## src/design/signed_int_to_decimal_ascii_assert.svh

```systemverilog
// ----------------------------------------------------------------------------
// signed_int_to_decimal_ascii assertion macros
// Property wrappers for the decimal text converter; compiled out by ASSERT_OFF.
// ----------------------------------------------------------------------------
`ifndef SIGNED_INT_TO_DECIMAL_ASCII_ASSERT_SVH
`define SIGNED_INT_TO_DECIMAL_ASCII_ASSERT_SVH

`ifndef ASSERT_OFF
`define SIDA_ASSERT_SAME(label, clk, rst_n, ante, cons) \
	label: assert property (@(posedge clk) disable iff (!rst_n) (ante) |-> (cons)) \
		else $error("assertion failed");
`define SIDA_ASSERT_NEXT(label, clk, rst_n, ante, cons) \
	label: assert property (@(posedge clk) disable iff (!rst_n) (ante) |=> (cons)) \
		else $error("assertion failed");
`else
`define SIDA_ASSERT_SAME(label, clk, rst_n, ante, cons)
`define SIDA_ASSERT_NEXT(label, clk, rst_n, ante, cons)
`endif

`endif

```

## src/design/sida_pkg.sv

```systemverilog
// ----------------------------------------------------------------------------
// sida_pkg
// Widths, character codes and state encoding for the decimal text converter.
// ----------------------------------------------------------------------------
package sida_pkg;

	localparam int VALUE_W  = 32;
	localparam int CHAR_W   = 6;
	localparam int DIGITS   = 10;
	localparam int BCD_W    = 4 * DIGITS;
	localparam int BITCNT_W = $clog2(VALUE_W);
	localparam int DIGCNT_W = $clog2(DIGITS + 1);

	localparam logic [CHAR_W-1:0] CHAR_MINUS = 6'd45;
	localparam logic [1:0]        CHAR_DIGIT_HI = 2'b11;  // '0'..'9' = 6'b11_dddd

	typedef enum logic [2:0] {
		ST_IDLE = 3'b001,
		ST_CONV = 3'b010,
		ST_EMIT = 3'b100
	} state_t;

endpackage

```

## src/design/signed_int_to_decimal_ascii.sv

```systemverilog
// ----------------------------------------------------------------------------
// signed_int_to_decimal_ascii
// A request is taken when start is high and busy is low. The block then stays
// busy for binary-to-BCD conversion, one input bit per cycle through a
// shift-and-add-3 register, then for a scan of the BCD digit positions from
// the top, one per cycle. Characters appear on character and last for one
// cycle each, marked by strobe; the receiver cannot stall them. A minus sign
// comes out in the first cycle after the request, the leading zero positions
// pass without a strobe, and the remaining digits then follow in consecutive
// cycles, last high on the final one. Busy is already low while the final
// character is shown, so a new request can be taken at the edge that ends
// that cycle.
// ----------------------------------------------------------------------------
`include "signed_int_to_decimal_ascii_assert.svh"

module signed_int_to_decimal_ascii (
	input  logic                                clk,
	input  logic                                arst_n,
	input  logic                                start,
	input  logic signed [sida_pkg::VALUE_W-1:0] value,
	output logic                                busy,
	output logic                                strobe,
	output logic        [sida_pkg::CHAR_W-1:0]  character,
	output logic                                last
);
	import sida_pkg::*;

	state_t                state_q;
	logic [VALUE_W-1:0]    mag_q;
	logic [BCD_W-1:0]      bcd_q;
	logic [BITCNT_W-1:0]   bitcnt_q;
	logic [DIGCNT_W-1:0]   digcnt_q;
	logic                  started_q;
	logic                  strobe_q;
	logic [CHAR_W-1:0]     character_q;
	logic                  last_q;

	logic [BCD_W-1:0]      bcd_adj;
	logic [3:0]            top_digit;
	logic                  emit_now;
	logic                  accept;

	assign accept    = start && (state_q == ST_IDLE);
	assign top_digit = bcd_q[BCD_W-1 -: 4];
	assign emit_now  = started_q || (top_digit != 4'd0) || (digcnt_q == DIGCNT_W'(1));

	always_comb begin
		for (int d = 0; d < DIGITS; d++) begin
			bcd_adj[4*d +: 4] = (bcd_q[4*d +: 4] >= 4'd5) ?
				bcd_q[4*d +: 4] + 4'd3 : bcd_q[4*d +: 4];
		end
	end

	always_ff @(posedge clk or negedge arst_n) begin
		if (!arst_n) begin
			state_q   <= ST_IDLE;
			strobe_q  <= 1'b0;
			started_q <= 1'b0;
			bitcnt_q  <= '0;
			digcnt_q  <= '0;
		end else begin
			strobe_q <= 1'b0;
			unique case (state_q)
				ST_IDLE: begin
					if (accept) begin
						state_q   <= ST_CONV;
						strobe_q  <= value[VALUE_W-1];
						bitcnt_q  <= BITCNT_W'(VALUE_W - 1);
						started_q <= 1'b0;
					end
				end
				ST_CONV: begin
					bitcnt_q <= bitcnt_q - BITCNT_W'(1);
					if (bitcnt_q == '0) begin
						state_q  <= ST_EMIT;
						digcnt_q <= DIGCNT_W'(DIGITS);
					end
				end
				ST_EMIT: begin
					digcnt_q <= digcnt_q - DIGCNT_W'(1);
					if (emit_now) begin
						strobe_q  <= 1'b1;
						started_q <= 1'b1;
					end
					if (digcnt_q == DIGCNT_W'(1)) begin
						state_q <= ST_IDLE;
					end
				end
				default: begin
					state_q <= ST_IDLE;
				end
			endcase
		end
	end

	// payload, no reset
	always_ff @(posedge clk) begin
		case (state_q)
			ST_IDLE: begin
				if (accept) begin
					mag_q       <= value[VALUE_W-1] ? VALUE_W'(-value) : VALUE_W'(value);
					bcd_q       <= '0;
					character_q <= CHAR_MINUS;
					last_q      <= 1'b0;
				end
			end
			ST_CONV: begin
				bcd_q <= {bcd_adj[BCD_W-2:0], mag_q[VALUE_W-1]};
				mag_q <= {mag_q[VALUE_W-2:0], 1'b0};
			end
			ST_EMIT: begin
				bcd_q       <= {bcd_q[BCD_W-5:0], 4'd0};
				character_q <= {CHAR_DIGIT_HI, top_digit};
				last_q      <= (digcnt_q == DIGCNT_W'(1));
			end
			default: begin
				bcd_q <= bcd_q;
			end
		endcase
	end

	assign busy      = (state_q != ST_IDLE);
	assign strobe    = strobe_q;
	assign character = character_q;
	assign last      = last_q;

	`SIDA_ASSERT_NEXT(a_req_goes_busy, clk, arst_n, start && !busy, busy)
	`SIDA_ASSERT_SAME(a_last_frees_block, clk, arst_n, strobe && last, !busy)
	`SIDA_ASSERT_SAME(a_minus_not_last, clk, arst_n, strobe && (character == CHAR_MINUS), !last)

endmodule

```

## config.mk

```make
export PLATFORM = sky130hd
export DESIGN_NAME = signed_int_to_decimal_ascii
export DESIGN_NICKNAME = d
export VERILOG_FILES = /design/src/design/sida_pkg.sv /design/src/design/signed_int_to_decimal_ascii.sv
export VERILOG_INCLUDE_DIRS = /design/src /design/src/design
export SDC_FILE = /design/constraint.sdc
export NUM_CORES = 1
export LEC_CHECK = 0
export ABC_AREA = 1
export BUFFER_PORTS_ARGS = -buffer_cell sky130_fd_sc_hd__buf_4
export CORE_ASPECT_RATIO = 0.9
export CORE_UTILIZATION = 55
export DETAILED_ROUTE_END_ITERATION = 7
export PLACE_DENSITY = 0.83
export SYNTH_ARGS = -nofsm -noshare
export SYNTH_HDL_FRONTEND = slang
export SYNTH_SLANG_ARGS = --single-unit
```

## constraint.sdc

```tcl
create_clock -name clk -period 2.27 [get_ports clk]
set_input_delay 0.3405 -clock clk [delete_from_list [all_inputs] [get_ports clk]]
set_output_delay 0.3405 -clock clk [all_outputs]
set_load 0.01 [all_outputs]
```

==> metrics.md, run 1 <==
| Metric | Value |
|---|---|
| Count of final hold-check violations | `0` |
| Number of warnings issued by yosys | `0` |
| Arrival @ worst endpoint | `1.94 ns` |
| Layout overhead on the synthesized area | `12.7%` |
| WHS Path Cells | `3` |
| Post-route ant nets | `0` |
| Setup-violating endpoint count in the final report | `0` |
| Clock tree root buffer cell | `sky130_fd_sc_hd__clkbuf_16` |
| Standard-cell row count | `34` |
| Final net count | `794` |
| Final period demand of the worst path | `1.91 ns` |
| Average vias per placed instance | `5.60` |
| Max cap viols | `0` |
| Cts repair resizes | `0` |
| Lkg Pwr | `2.83 nW` |
| Post-CTS repair timing setup buffer count | `0` |
| Req. time, crit path | `2.30 ns` |
| Core Box Area | `9910 um^2` |
| Number of remaining DRC errors | `0` |
| Crit path kind | `reg -> reg` |
| Post-synthesis register bit count | `92` |
| Top layer in use | `met4` |
| Clock Pin Slew Worst Setup and Hold Paths | `0.07 ns` |
| Upper clock frequency limit | `523 MHz` |
| Wirelength per Cell | `14.1 um` |
| Count of placed standard cells in the final layout, fillers left out | `865` |
| Post-synth EDFFs | `78` |
| Grt ovf | `0` |
| Outcome | `completed` |
| Final antenna diode count | `0` |
| Routed length on met1 | `5220 um` |
| Die boundary width | `110 um` |
| Clock Skews | `0.00738 ns` |
| HPWL after detailed placement | `8710 um` |
| Type of destination of the critical path | `flop` |
| Leading cell type in the layout, fill and taps excluded | `sky130_fd_sc_hd__nand2_1` |
| Starting utilization of the core area | `0.578` |
| Reg2reg start | `state_q[0]$_DFFE_PN1P_` |
| Antenna violations before repair | `0` |
| Number of distinct library cells after synthesis | `34` |
| Final total negative setup slack | `0 ns` |
| Worst-case vdd ir drop | `556 uV` |
| CP max FO | `40` |
| Startpoint type of the worst setup path | `flop` |
| Most frequent cells in the layout | `155 x sky130_fd_sc_hd__nand2_1, 93 x sky130_fd_sc_hd__inv_1, 82 x sky130_fd_sc_hd__nor2_1` |
| Nets in the synthesized netlist | `754` |
| Iteration-0 DRC Markers | `328` |
| CTS tree | `built` |
| Number of vias after detailed routing | `4846` |
| Insertion delay of the later-clocked pin in the worst-skew pair | `0.34 ns` |
| Syn avg cell area | `8.26 um^2` |
| Pin count of the biggest net entering global routing | `48` |
| Number of detailed-routing iterations run before antenna repair | `5` |
| Fraction of final layout cells with drive strength greater than 1 | `0.115` |
| R2r worst-path depth | `7` |
| Total Wirelength | `12200 um` |
| Top flip-flop cell by instance count after synthesis | `sky130_fd_sc_hd__edfxtp_1` |
| Utilization after layout | `0.651` |
| Number of buffers between clock root and the deepest sink | `2` |
| # fillers | `809` |
| Die footprint | `10800 um^2` |
| Overall fraction of global-route tracks in use | `0.244` |
| Port Buffers | `42` |
| Synth top area cells | `sky130_fd_sc_hd__edfxtp_1 41%, sky130_fd_sc_hd__nand2_1 10%, sky130_fd_sc_hd__inv_1 6.1%` |
| Worst Hold Class | `in -> reg` |
| Post-synth ARST share | `0.152` |
| Setup slack on the worst flop-to-flop path | `0.36 ns` |
| Unrepaired setup endpoints after global routing | `false` |
| Post-route clock period utilization | `0.842` |
| Wire length on met2 | `5940 um` |
| Met3 routed wirelength | `817 um` |
| Cell count after placement | `848` |
| Count of mapped cells out of synthesis | `694` |
| Clock buffers created by TritonCTS | `9` |
| First-pass GRT wire length | `20600 um` |
| Via count of the first global-routing pass | `4667` |
| Die H | `98.8 um` |
| Power Dens Cells | `1060 nW/um^2` |
| Top cell type's share of synthesized area | `0.409` |
| Number of buffers inserted by hold repair at cts | `1` |
| Count of final max-slew check failures | `0` |
| Number of H-tree levels | `3` |
| Worst setup path start | `state_q[0]$_DFFE_PN1P_` |
| Top Ports | `44` |
| Startpoint of the most critical hold path | `value[0]` |
| Library cell occupying the most area in the post-synthesis netlist | `sky130_fd_sc_hd__edfxtp_1` |
| Post-Route Hold Slack | `0.304 ns` |
| Synth Cell Area | `5730 um^2` |
| TritonCTS Sinks | `92` |
| Sequential share of the synthesized area | `0.470` |
| Weighted congestion at the end of routability-driven global placement | `0.913` |
-- metrics by stage --
step	power, mW	worst slack, ns	instance area (um^2)
after floorplan	4.66	0.0124	5730
after global placement	5.20	0.531	6170
after detailed placement	5.41	0.458	6170
after CTS	6.87	0.382	6460
after global routing	7.32	0.257	6460
final	6.84	0.358	6460
-- synthesized netlist by cell type, types with 9 or more instances --
master / n
sky130_fd_sc_hd__a21oi_1: 28
sky130_fd_sc_hd__buf_2: 11
sky130_fd_sc_hd__dfrtp_1: 13
sky130_fd_sc_hd__edfxtp_1: 78
sky130_fd_sc_hd__ha_1: 25
sky130_fd_sc_hd__inv_1: 93
sky130_fd_sc_hd__nand2_1: 155
sky130_fd_sc_hd__nand3_1: 57
sky130_fd_sc_hd__nor2_1: 82
sky130_fd_sc_hd__o21ai_0: 67
sky130_fd_sc_hd__o32ai_2: 9
sky130_fd_sc_hd__xor2_1: 15
-- critical path, cell delays in order, from the launching register on --
cell                      delay (ns)
sky130_fd_sc_hd__dfstp_2        0.54
sky130_fd_sc_hd__inv_1          0.06
sky130_fd_sc_hd__nor2_1         0.16
sky130_fd_sc_hd__nand3_1        0.23
sky130_fd_sc_hd__inv_2          0.16
sky130_fd_sc_hd__nor2_2         0.07
sky130_fd_sc_hd__nand2_1        0.12
sky130_fd_sc_hd__buf_12         0.24
-- where the power goes --
| group | internal (mW) | switching [mW] | leakage (nW) |
|---|---|---|---|
| registers | 2.69 | 0.367 | 0.912 |
| logic | 0.777 | 1.57 | 1.77 |
| clock network | 0.784 | 0.646 | 0.139 |
| total | 4.25 | 2.59 | 2.83 |
-- routing by layer --
layer,track usage,vias to the layer above
li1,-,2404
met1,0.307,2231
met2,0.413,189
met3,0.0529,22
met4,0.0862,0
met5,0,-
-- state kept, by name, summed over array words and instances (netlist names) --
signal	flops
bcd_q	40
mag_q	32
bitcnt_q	5
character	5
digcnt_q	4
state_q	3
last	1
started_q	1
strobe	1
-- cells by family (layout without fill, tap and decap cells) --
family          Yosys count  in the layout  synth area share
fa+ha+maj                25             25            0.0546
buf+inv                 118            163            0.0850
flops                    92             92             0.470
other cells               1              1          0.000655
compound gates          123            123             0.133
xor+xnor                 15             15            0.0229
simple gates            320            320             0.234
-- cell type report --
| type | instances | area [um^2] | share of cell area |
|---|---|---|---|
| clock buffers | 12 | 246 | 0.0382 |
| clock inverters | 4 | 31.3 | 0.00484 |
| inverters | 97 | 364 | 0.0564 |
| multi-input cells | 484 | 2550 | 0.395 |
| flip-flops and latches | 92 | 2690 | 0.417 |
| well taps | 126 | 158 | 0.0244 |
| repair buffers | 50 | 415 | 0.0643 |
-- path summary, 6_finish.rpt --
path,endpoint
setup / recovery,bcd_q[14]$_DFFE_PP_
hold / removal,mag_q[0]$_SDFFCE_PP0P_
setup reg to reg,bcd_q[14]$_DFFE_PP_
hold reg to reg,digcnt_q[3]$_DFFE_PN0P_
max in group asynchronous,state_q[0]$_DFFE_PN1P_
min in group asynchronous,strobe$_DFF_PN0_
Note: power is estimated with default switching activity, not from simulation.
==> run 2: changes to the inputs <==
PLACE_DENSITY = 0.8   (was 0.83)
clock period = 2 ns   (was 2.27 ns; I/O delays follow)
==> run 2 against run 1 <==
Net effect: global-route usage up 0.63 points; non-clock buffer count grew 5; clock power increased by 33%; flip-flop and latch count is the same; die area is the same; combinational power increased by 16%; wire length increased by 3.5%; worst hold slack lost 0.062 ns; total power up 18%; sequential share of layout area is 0.57 points lower; largest cell class unchanged; largest power group unchanged; highest routed layer unchanged.
==> metrics.md, run 2 (synthesized netlist as in run 1, its figures left out) <==
| Metric | Value |
|---|---|
| Outcome | `completed (unchanged)` |
| Count of final max-slew check failures | `0 (unchanged)` |
| Top flop regs | `bcd_q (40), mag_q (32) (unchanged)` |
| Pin count of the biggest net entering global routing | `46 (was 48)` |
| Final net count | `799 (was 794)` |
| Weighted congestion at the end of routability-driven global placement | `0.874 (was 0.913)` |
| Standard-cell row count | `34 (unchanged)` |
| # fillers | `768 (was 809)` |
| Startpoint type of the worst setup path | `flop (unchanged)` |
| Layout overhead on the synthesized area | `14.3% (was 12.7%)` |
| Number of buffers between clock root and the deepest sink | `2 (unchanged)` |
| Area of the multi-input gates | `2550 um^2 (about the same)` |
| Lkg Pwr | `2.87 nW (was 2.83 nW)` |
| Crit path kind | `reg -> reg (unchanged)` |
| Total Wirelength | `12600 um (was 12200 um)` |
| Leading cell type in the layout, fill and taps excluded | `sky130_fd_sc_hd__nand2_1 (unchanged)` |
| Final total negative setup slack | `0 ns (unchanged)` |
| Number of remaining DRC errors | `0 (unchanged)` |
| TritonCTS Sinks | `92 (unchanged)` |
| Number of H-tree levels | `3 (unchanged)` |
| Antenna violations before repair | `0 (unchanged)` |
| Fraction of final layout cells with drive strength greater than 1 | `0.122 (was 0.115)` |
| Wirelength per Cell | `14.5 um (was 14.1 um)` |
| Die footprint | `10800 um^2 (unchanged)` |
| Number of flip-flops in the largest register | `40 (unchanged)` |
| Count of placed standard cells in the final layout, fillers left out | `870 (was 865)` |
| Iteration-0 DRC Markers | `317 (was 328)` |
| Number of detailed-routing iterations run before antenna repair | `6 (was 5)` |
| Setup-violating endpoint count in the final report | `0 (unchanged)` |
| Most frequent cells in the layout | `154 x sky130_fd_sc_hd__nand2_1, 93 x sky130_fd_sc_hd__inv_1, 82 x sky130_fd_sc_hd__nor2_1 (was 155 x sky130_fd_sc_hd__nand2_1, 93 x sky130_fd_sc_hd__inv_1, 82 x sky130_fd_sc_hd__nor2_1)` |
| CP max FO | `5 (was 40)` |
| Starting utilization of the core area | `0.578 (unchanged)` |
| Count of final hold-check violations | `0 (unchanged)` |
| Worst Hold Class | `in -> reg (unchanged)` |
| Cell count after placement | `851 (was 848)` |
| Core Box Area | `9910 um^2 (unchanged)` |
| Register with the highest flop count | `bcd_q (unchanged)` |
| Clock tree root buffer cell | `sky130_fd_sc_hd__clkbuf_16 (unchanged)` |
| Post-route ant nets | `0 (unchanged)` |
| Die boundary width | `110 um (unchanged)` |
| Post-route clock period utilization | `0.960 (was 0.842)` |
| Worst-case vdd ir drop | `779 uV (was 556 uV)` |
| Post-Route Hold Slack | `0.241 ns (was 0.304 ns)` |
| Clock Pin Slew Worst Setup and Hold Paths | `0.07 ns (about the same)` |
| Arrival @ worst endpoint | `2.12 ns (was 1.94 ns)` |
| Clock Skews | `0.00918 ns (was 0.00738 ns)` |
| Via count of the first global-routing pass | `4675 (was 4667)` |
| Die H | `98.8 um (unchanged)` |
| Type of destination of the critical path | `flop (unchanged)` |
| Clock buffers created by TritonCTS | `9 (unchanged)` |
| Average vias per placed instance | `5.62 (was 5.60)` |
| Number of vias after detailed routing | `4887 (was 4846)` |
| Port Buffers | `42 (unchanged)` |
| Top Ports | `44 (unchanged)` |
| Upper clock frequency limit | `521 MHz (was 523 MHz)` |
| Overall fraction of global-route tracks in use | `0.250 (was 0.244)` |
| Insertion delay of the later-clocked pin in the worst-skew pair | `0.35 ns (was 0.34 ns)` |
| Req. time, crit path | `2.20 ns (was 2.30 ns)` |
| Utilization after layout | `0.660 (was 0.651)` |
| CTS tree | `built (unchanged)` |
| Max cap viols | `0 (unchanged)` |
| Sequential Area | `2690 um^2 (unchanged)` |
| Final antenna diode count | `0 (unchanged)` |
| HPWL after detailed placement | `8700 um (was 8710 um)` |
| Grt ovf | `0 (unchanged)` |
| Final period demand of the worst path | `1.92 ns (was 1.91 ns)` |
| Power Dens Cells | `1230 nW/um^2 (was 1060 nW/um^2)` |
| First-pass GRT wire length | `21100 um (was 20600 um)` |
-- run 2: changes by cell type in the layout (fill, tap and decap cells not counted), sizes merged --
cell / previous run / this run
clkbuf: 12 / 11
buf: 49 / 54
clkinv: 1 / 2
bufinv: 0 / 2
inv: 100 / 98
-- run 2: cell type report --
type | count | area share
Inverter | 97 | 0.0556
Tap cell | 126 | 0.0241
Clock buffer | 11 | 0.0371
Multi-Input combinational cell | 484 | 0.390
Sequential cell | 92 | 0.412
Clock inverter | 5 | 0.0128
Timing Repair Buffer | 55 | 0.0692
-- run 2: worst max-delay path, cell delays in order (launching register included) --
cell and delay, ns:
sky130_fd_sc_hd__edfxtp_1 0.47, sky130_fd_sc_hd__inv_1 0.15, sky130_fd_sc_hd__ha_1 0.20, sky130_fd_sc_hd__nor2_1 0.08, sky130_fd_sc_hd__nor2_1 0.20, sky130_fd_sc_hd__inv_1 0.13
sky130_fd_sc_hd__a21oi_1 0.24, sky130_fd_sc_hd__o21ai_0 0.18, sky130_fd_sc_hd__o21ai_0 0.11
-- run 2: per-stage QoR --
stage	power [mW]	worst slack [ns]	instance area (um^2)
finish	8.08	0.0803	6550
global route	8.63	-0.000128	6550
CTS	8.06	0.158	6530
detailed placement	6.12	0.209	6190
global placement	5.94	0.290	6190
floorplan	5.29	0.127	5730
-- run 2: worst paths after layout --
| check | start | endpoint | slack, ns | cells past startpoint |
|---|---|---|---|---|
| max | bcd_q[28]$_DFFE_PP_ | bcd_q[29]$_DFFE_PP_ | 0.08 | 8 |
| min | value[0] | mag_q[0]$_SDFFCE_PP0P_ | 0.24 | 3 |
| max reg2reg | bcd_q[28]$_DFFE_PP_ | bcd_q[29]$_DFFE_PP_ | 0.08 | 8 |
| min reg2reg | digcnt_q[3]$_DFFE_PN0P_ | digcnt_q[3]$_DFFE_PN0P_ | 0.50 | 2 |
| max in group asynchronous | arst_n | state_q[0]$_DFFE_PN1P_ | 1.42 | 2 |
| min in group asynchronous | arst_n | bitcnt_q[0]$_DFFE_PN0P_ | 0.34 | 2 |
-- run 2: report_power, final --
part           switching [mW]  total [mW]  internal [mW]  leakage [nW]
registers               0.406        3.45           3.05         0.912
logic                    1.82        2.73          0.911          1.80
clock network           0.759        1.90           1.14         0.159
-- run 2: what timing repair did --
action                                 4_1_cts  5_1_grt
setup buffers                                0        2
endpoints found under the hold margin       13        0
hold buffers                                 1        0
setup endpoints to repair                    0        1
gates resized for setup                      0        0
-- run 2: per-layer routing --
metal / global-route usage / wire length, um / vias to the layer above / part of all wire
met5: 0 / 0 / - / 0
met3: 0.0608 / 826 / 17 / 0.065
met4: 0.0851 / 189 / 0 / 0.015
met2: 0.412 / 6150 / 165 / 0.49
li1: - / - / 2410 / -
met1: 0.323 / 5450 / 2295 / 0.43
==> run 3: changes to the inputs <==
PLACE_DENSITY = 0.83   (was 0.8)
clock period = 1.7 ns   (was 2 ns; I/O delays follow)
==> run 3 against run 2 <==
Net effect: total power grew 18%; sequential power increased by 17%; worst setup slack lost 0.033 ns; global-route usage rose by 0.57 points; clock skew grew 0.0011 ns; clock power increased by 5%; cell count up 1.3%; worst hold slack got worse by 0.034 ns; largest cell class unchanged; highest routed layer unchanged.
==> metrics.md, run 3 (synthesized netlist as in run 1, its figures left out) <==
| Metric | Value |
|---|---|
| Grt ovf | `0 (unchanged)` |
| Pin count of the biggest net entering global routing | `40 (was 46)` |
| Iteration-0 DRC Markers | `464 (was 317)` |
| Standard-cell row count | `34 (unchanged)` |
| Die footprint | `10800 um^2 (unchanged)` |
| Dpl ws | `-0.0424 ns (was 0.209 ns)` |
| Sw frac | `0.373 (was 0.369)` |
| Via count of the first global-routing pass | `4662 (was 4675)` |
| Number of buffers between clock root and the deepest sink | `2 (unchanged)` |
| Min-Delay Endpoint | `mag_q[0]$_SDFFCE_PP0P_ (unchanged)` |
| Setup-violating endpoint count in the final report | `0 (unchanged)` |
| CP max FO | `4 (was 5)` |
| Clock buffers created by TritonCTS | `9 (unchanged)` |
| Die H | `98.8 um (unchanged)` |
| Internal power | `5.99 mW (was 5.10 mW)` |
| Weighted congestion at the end of routability-driven global placement | `0.932 (was 0.874)` |
| Number of H-tree levels | `3 (unchanged)` |
| Starting utilization of the core area | `0.578 (unchanged)` |
| Top Ports | `44 (unchanged)` |
| Utilization after layout | `0.676 (was 0.660)` |
| Worst path cell trace | `inv_1 > ha_1 > nor2_2 > nor2_1 > inv_1 > o21ai_0 > o21ai_0 (was inv_1 > ha_1 > nor2_1 > nor2_1 > inv_1 > a21oi_1 > o21ai_0 > o21ai_0)` |
| Unrepaired setup endpoints after global routing | `true` |
| Sequential Area | `2690 um^2 (unchanged)` |
| Wirelength per Cell | `14.5 um (about the same)` |
| CTS tree | `built (unchanged)` |
| Outcome | `completed (unchanged)` |
| Count of final max-slew check failures | `0 (unchanged)` |
| Most frequent cells in the layout | `154 x sky130_fd_sc_hd__nand2_1, 93 x sky130_fd_sc_hd__inv_1, 78 x sky130_fd_sc_hd__edfxtp_1 (was 154 x sky130_fd_sc_hd__nand2_1, 93 x sky130_fd_sc_hd__inv_1, 82 x sky130_fd_sc_hd__nor2_1)` |
| Arrival @ worst endpoint | `1.74 ns (was 2.12 ns)` |
| Power Dens Cells | `1430 nW/um^2 (was 1230 nW/um^2)` |
| Startpoint type of the worst setup path | `flop (unchanged)` |
| Number of flip-flops in the largest register | `40 (unchanged)` |
| WHS Path Cells | `3 (unchanged)` |
| Die boundary width | `110 um (unchanged)` |
| Worst Slack Setup Final | `0.0472 ns (was 0.0803 ns)` |
| Clock tree root buffer cell | `sky130_fd_sc_hd__clkbuf_16 (unchanged)` |
| Reg2reg start | `bcd_q[28]$_DFFE_PP_ (unchanged)` |
| Cell type of the slowest stage on the worst timing path | `sky130_fd_sc_hd__edfxtp_1 (unchanged)` |
| Post-route clock period utilization | `0.972 (was 0.960)` |
| Antenna violations before repair | `0 (unchanged)` |
| Post-route ant nets | `0 (unchanged)` |
| Worst path top cell family by delay | `flip-flops (was compound AO/OA/AOI/OAI gates)` |
| Final antenna diode count | `0 (unchanged)` |
| Clock Skews | `0.0103 ns (was 0.00918 ns)` |
| # fillers | `761 (was 768)` |
| Number of remaining DRC errors | `0 (unchanged)` |
| Setup slack on the worst flop-to-flop path | `0.05 ns (was 0.08 ns)` |
| Crit path kind | `reg -> reg (unchanged)` |
| Number of detailed-routing iterations run before antenna repair | `5 (was 6)` |
| Fraction of power consumed by combinational cells | `0.368 (was 0.338)` |
| Port Buffers | `42 (unchanged)` |
| Core Box Area | `9910 um^2 (unchanged)` |
| Number of vias after detailed routing | `4999 (was 4887)` |
| Lkg Pwr | `2.92 nW (was 2.87 nW)` |
| Clock Pin Slew Worst Setup and Hold Paths | `0.06 ns (was 0.07 ns)` |
| Top flop regs | `bcd_q (40), mag_q (32) (unchanged)` |
| Register with the highest flop count | `bcd_q (unchanged)` |
| Worst-case vdd ir drop | `881 uV (was 779 uV)` |
| Max cap viols | `0 (unchanged)` |
| Average vias per placed instance | `5.67 (was 5.62)` |
| Leading cell type in the layout, fill and taps excluded | `sky130_fd_sc_hd__nand2_1 (unchanged)` |
| Req. time, crit path | `1.79 ns (was 2.20 ns)` |
| HPWL after detailed placement | `9260 um (was 8700 um)` |
| Startpoint of the most critical hold path | `value[0] (unchanged)` |
| Upper clock frequency limit | `605 MHz (was 521 MHz)` |
| Worst Hold Class | `in -> reg (unchanged)` |
| Area of the multi-input gates | `2590 um^2 (was 2550 um^2)` |
| Capture instance of the worst register-to-register path | `bcd_q[30]$_DFFE_PP_ (was bcd_q[29]$_DFFE_PP_)` |
| Count of final hold-check violations | `0 (unchanged)` |
| Insertion delay of the later-clocked pin in the worst-skew pair | `0.35 ns (about the same)` |
| Layout overhead on the synthesized area | `16.9% (was 14.3%)` |
| Total Wirelength | `12700 um (was 12600 um)` |
| Fraction of final layout cells with drive strength greater than 1 | `0.150 (was 0.122)` |
| Register share of total power | `0.423 (was 0.427)` |
| Relative contribution of the clock network to total power | `0.209 (was 0.235)` |
| Final period demand of the worst path | `1.65 ns (was 1.92 ns)` |
| Psw | `3.57 mW (was 2.98 mW)` |
| Slowest stage delay, CP | `0.45 ns (was 0.47 ns)` |
| First-pass GRT wire length | `21600 um (was 21100 um)` |
| R2r worst-path depth | `7 (was 8)` |
| Final net count | `810 (was 799)` |
| Buf+Inv Stages, Crit Path | `2 (unchanged)` |
| Overall fraction of global-route tracks in use | `0.256 (was 0.250)` |
| Type of destination of the critical path | `flop (unchanged)` |
| TritonCTS Sinks | `92 (unchanged)` |
run 3: cell count changes in the layout (fill, tap and decap cells not counted), moves of 2 or more:
cell	delta
sky130_fd_sc_hd__buf_12	+4
sky130_fd_sc_hd__nor2_2	+9
sky130_fd_sc_hd__inv_6	+2
sky130_fd_sc_hd__o21ai_0	-2
sky130_fd_sc_hd__buf_4	+6
sky130_fd_sc_hd__nor2_1	-10
run 3: stage by stage:
stage	cells	area (um^2)	power, mW	hold slack, ns	TNS [ns]
floorplan	694	5740	6.23	-0.0406	0
global placement	860	6320	7.16	0.112	0
detailed placement	860	6320	7.40	0.119	-0.0928
CTS	877	6620	9.42	0.199	0
global route	881	6700	10.2	0.213	-0.0479
finish	881	6700	9.57	0.208	0
run 3: tightest hold or removal path, stage by stage:
cell	delay (ns)
sky130_fd_sc_hd__buf_4	0.09
sky130_fd_sc_hd__nand2_1	0.05
sky130_fd_sc_hd__inv_1	0.05
run 3: area by class of cell:
type / instances / share of cell area
flip-flops and latches: 92 / 0.402
repair buffers: 66 / 0.0880
clock buffers: 10 / 0.0342
well taps: 126 / 0.0235
clock inverters: 6 / 0.00934
inverters: 97 / 0.0551
multi-input cells: 484 / 0.388
run 3: how the worst max path moves through the flow:
| stage | start | cells past startpoint | endpoint |
|---|---|---|---|
| 6_report | bcd_q[28]$_DFFE_PP_ | 7 | bcd_q[30]$_DFFE_PP_ |
| 5_1_grt | bcd_q[8]$_DFFE_PP_ | 8 | bcd_q[9]$_DFFE_PP_ |
| 4_1_cts | state_q[0]$_DFFE_PN1P_ | 7 | mag_q[4]$_DFFE_PP_ |
| 3_5_place_dp | value[1] | 10 | mag_q[24]$_DFFE_PP_ |
| 3_3_place_gp | value[1] | 10 | mag_q[24]$_DFFE_PP_ |
| 2_1_floorplan | state_q[0]$_DFFE_PN1P_ | 6 | bcd_q[0]$_DFFE_PP_ |
run 3: metal layers:
layer,track usage,up-vias,share of wire
met5,0,-,0
met4,0.0708,0,0.012
met1,0.354,2311,0.42
met3,0.0608,19,0.085
met2,0.403,236,0.48
li1,-,2433,-
run 3: what timing repair did:
| action | in CTS | in global routing |
|---|---|---|
| resized for setup | 1 | 16 |
| setup buffers | 0 | 4 |
| hold endpoints to repair | 14 | 0 |
| endpoints found under the setup margin | 2 | 42 |
| hold buffers | 1 | 0 |
| pin swaps | 0 | 2 |
run 3: power groups by stage:
stage                     Sequential, mW  Clock, mW  Combinational, mW
final                               4.05       2.00               3.52
after global routing                4.14       2.13               3.95
after CTS                           4.04       2.02               3.35
after detailed placement            4.08          0               3.32
after global placement              4.04          0               3.12
after floorplan                     3.96          0               2.26
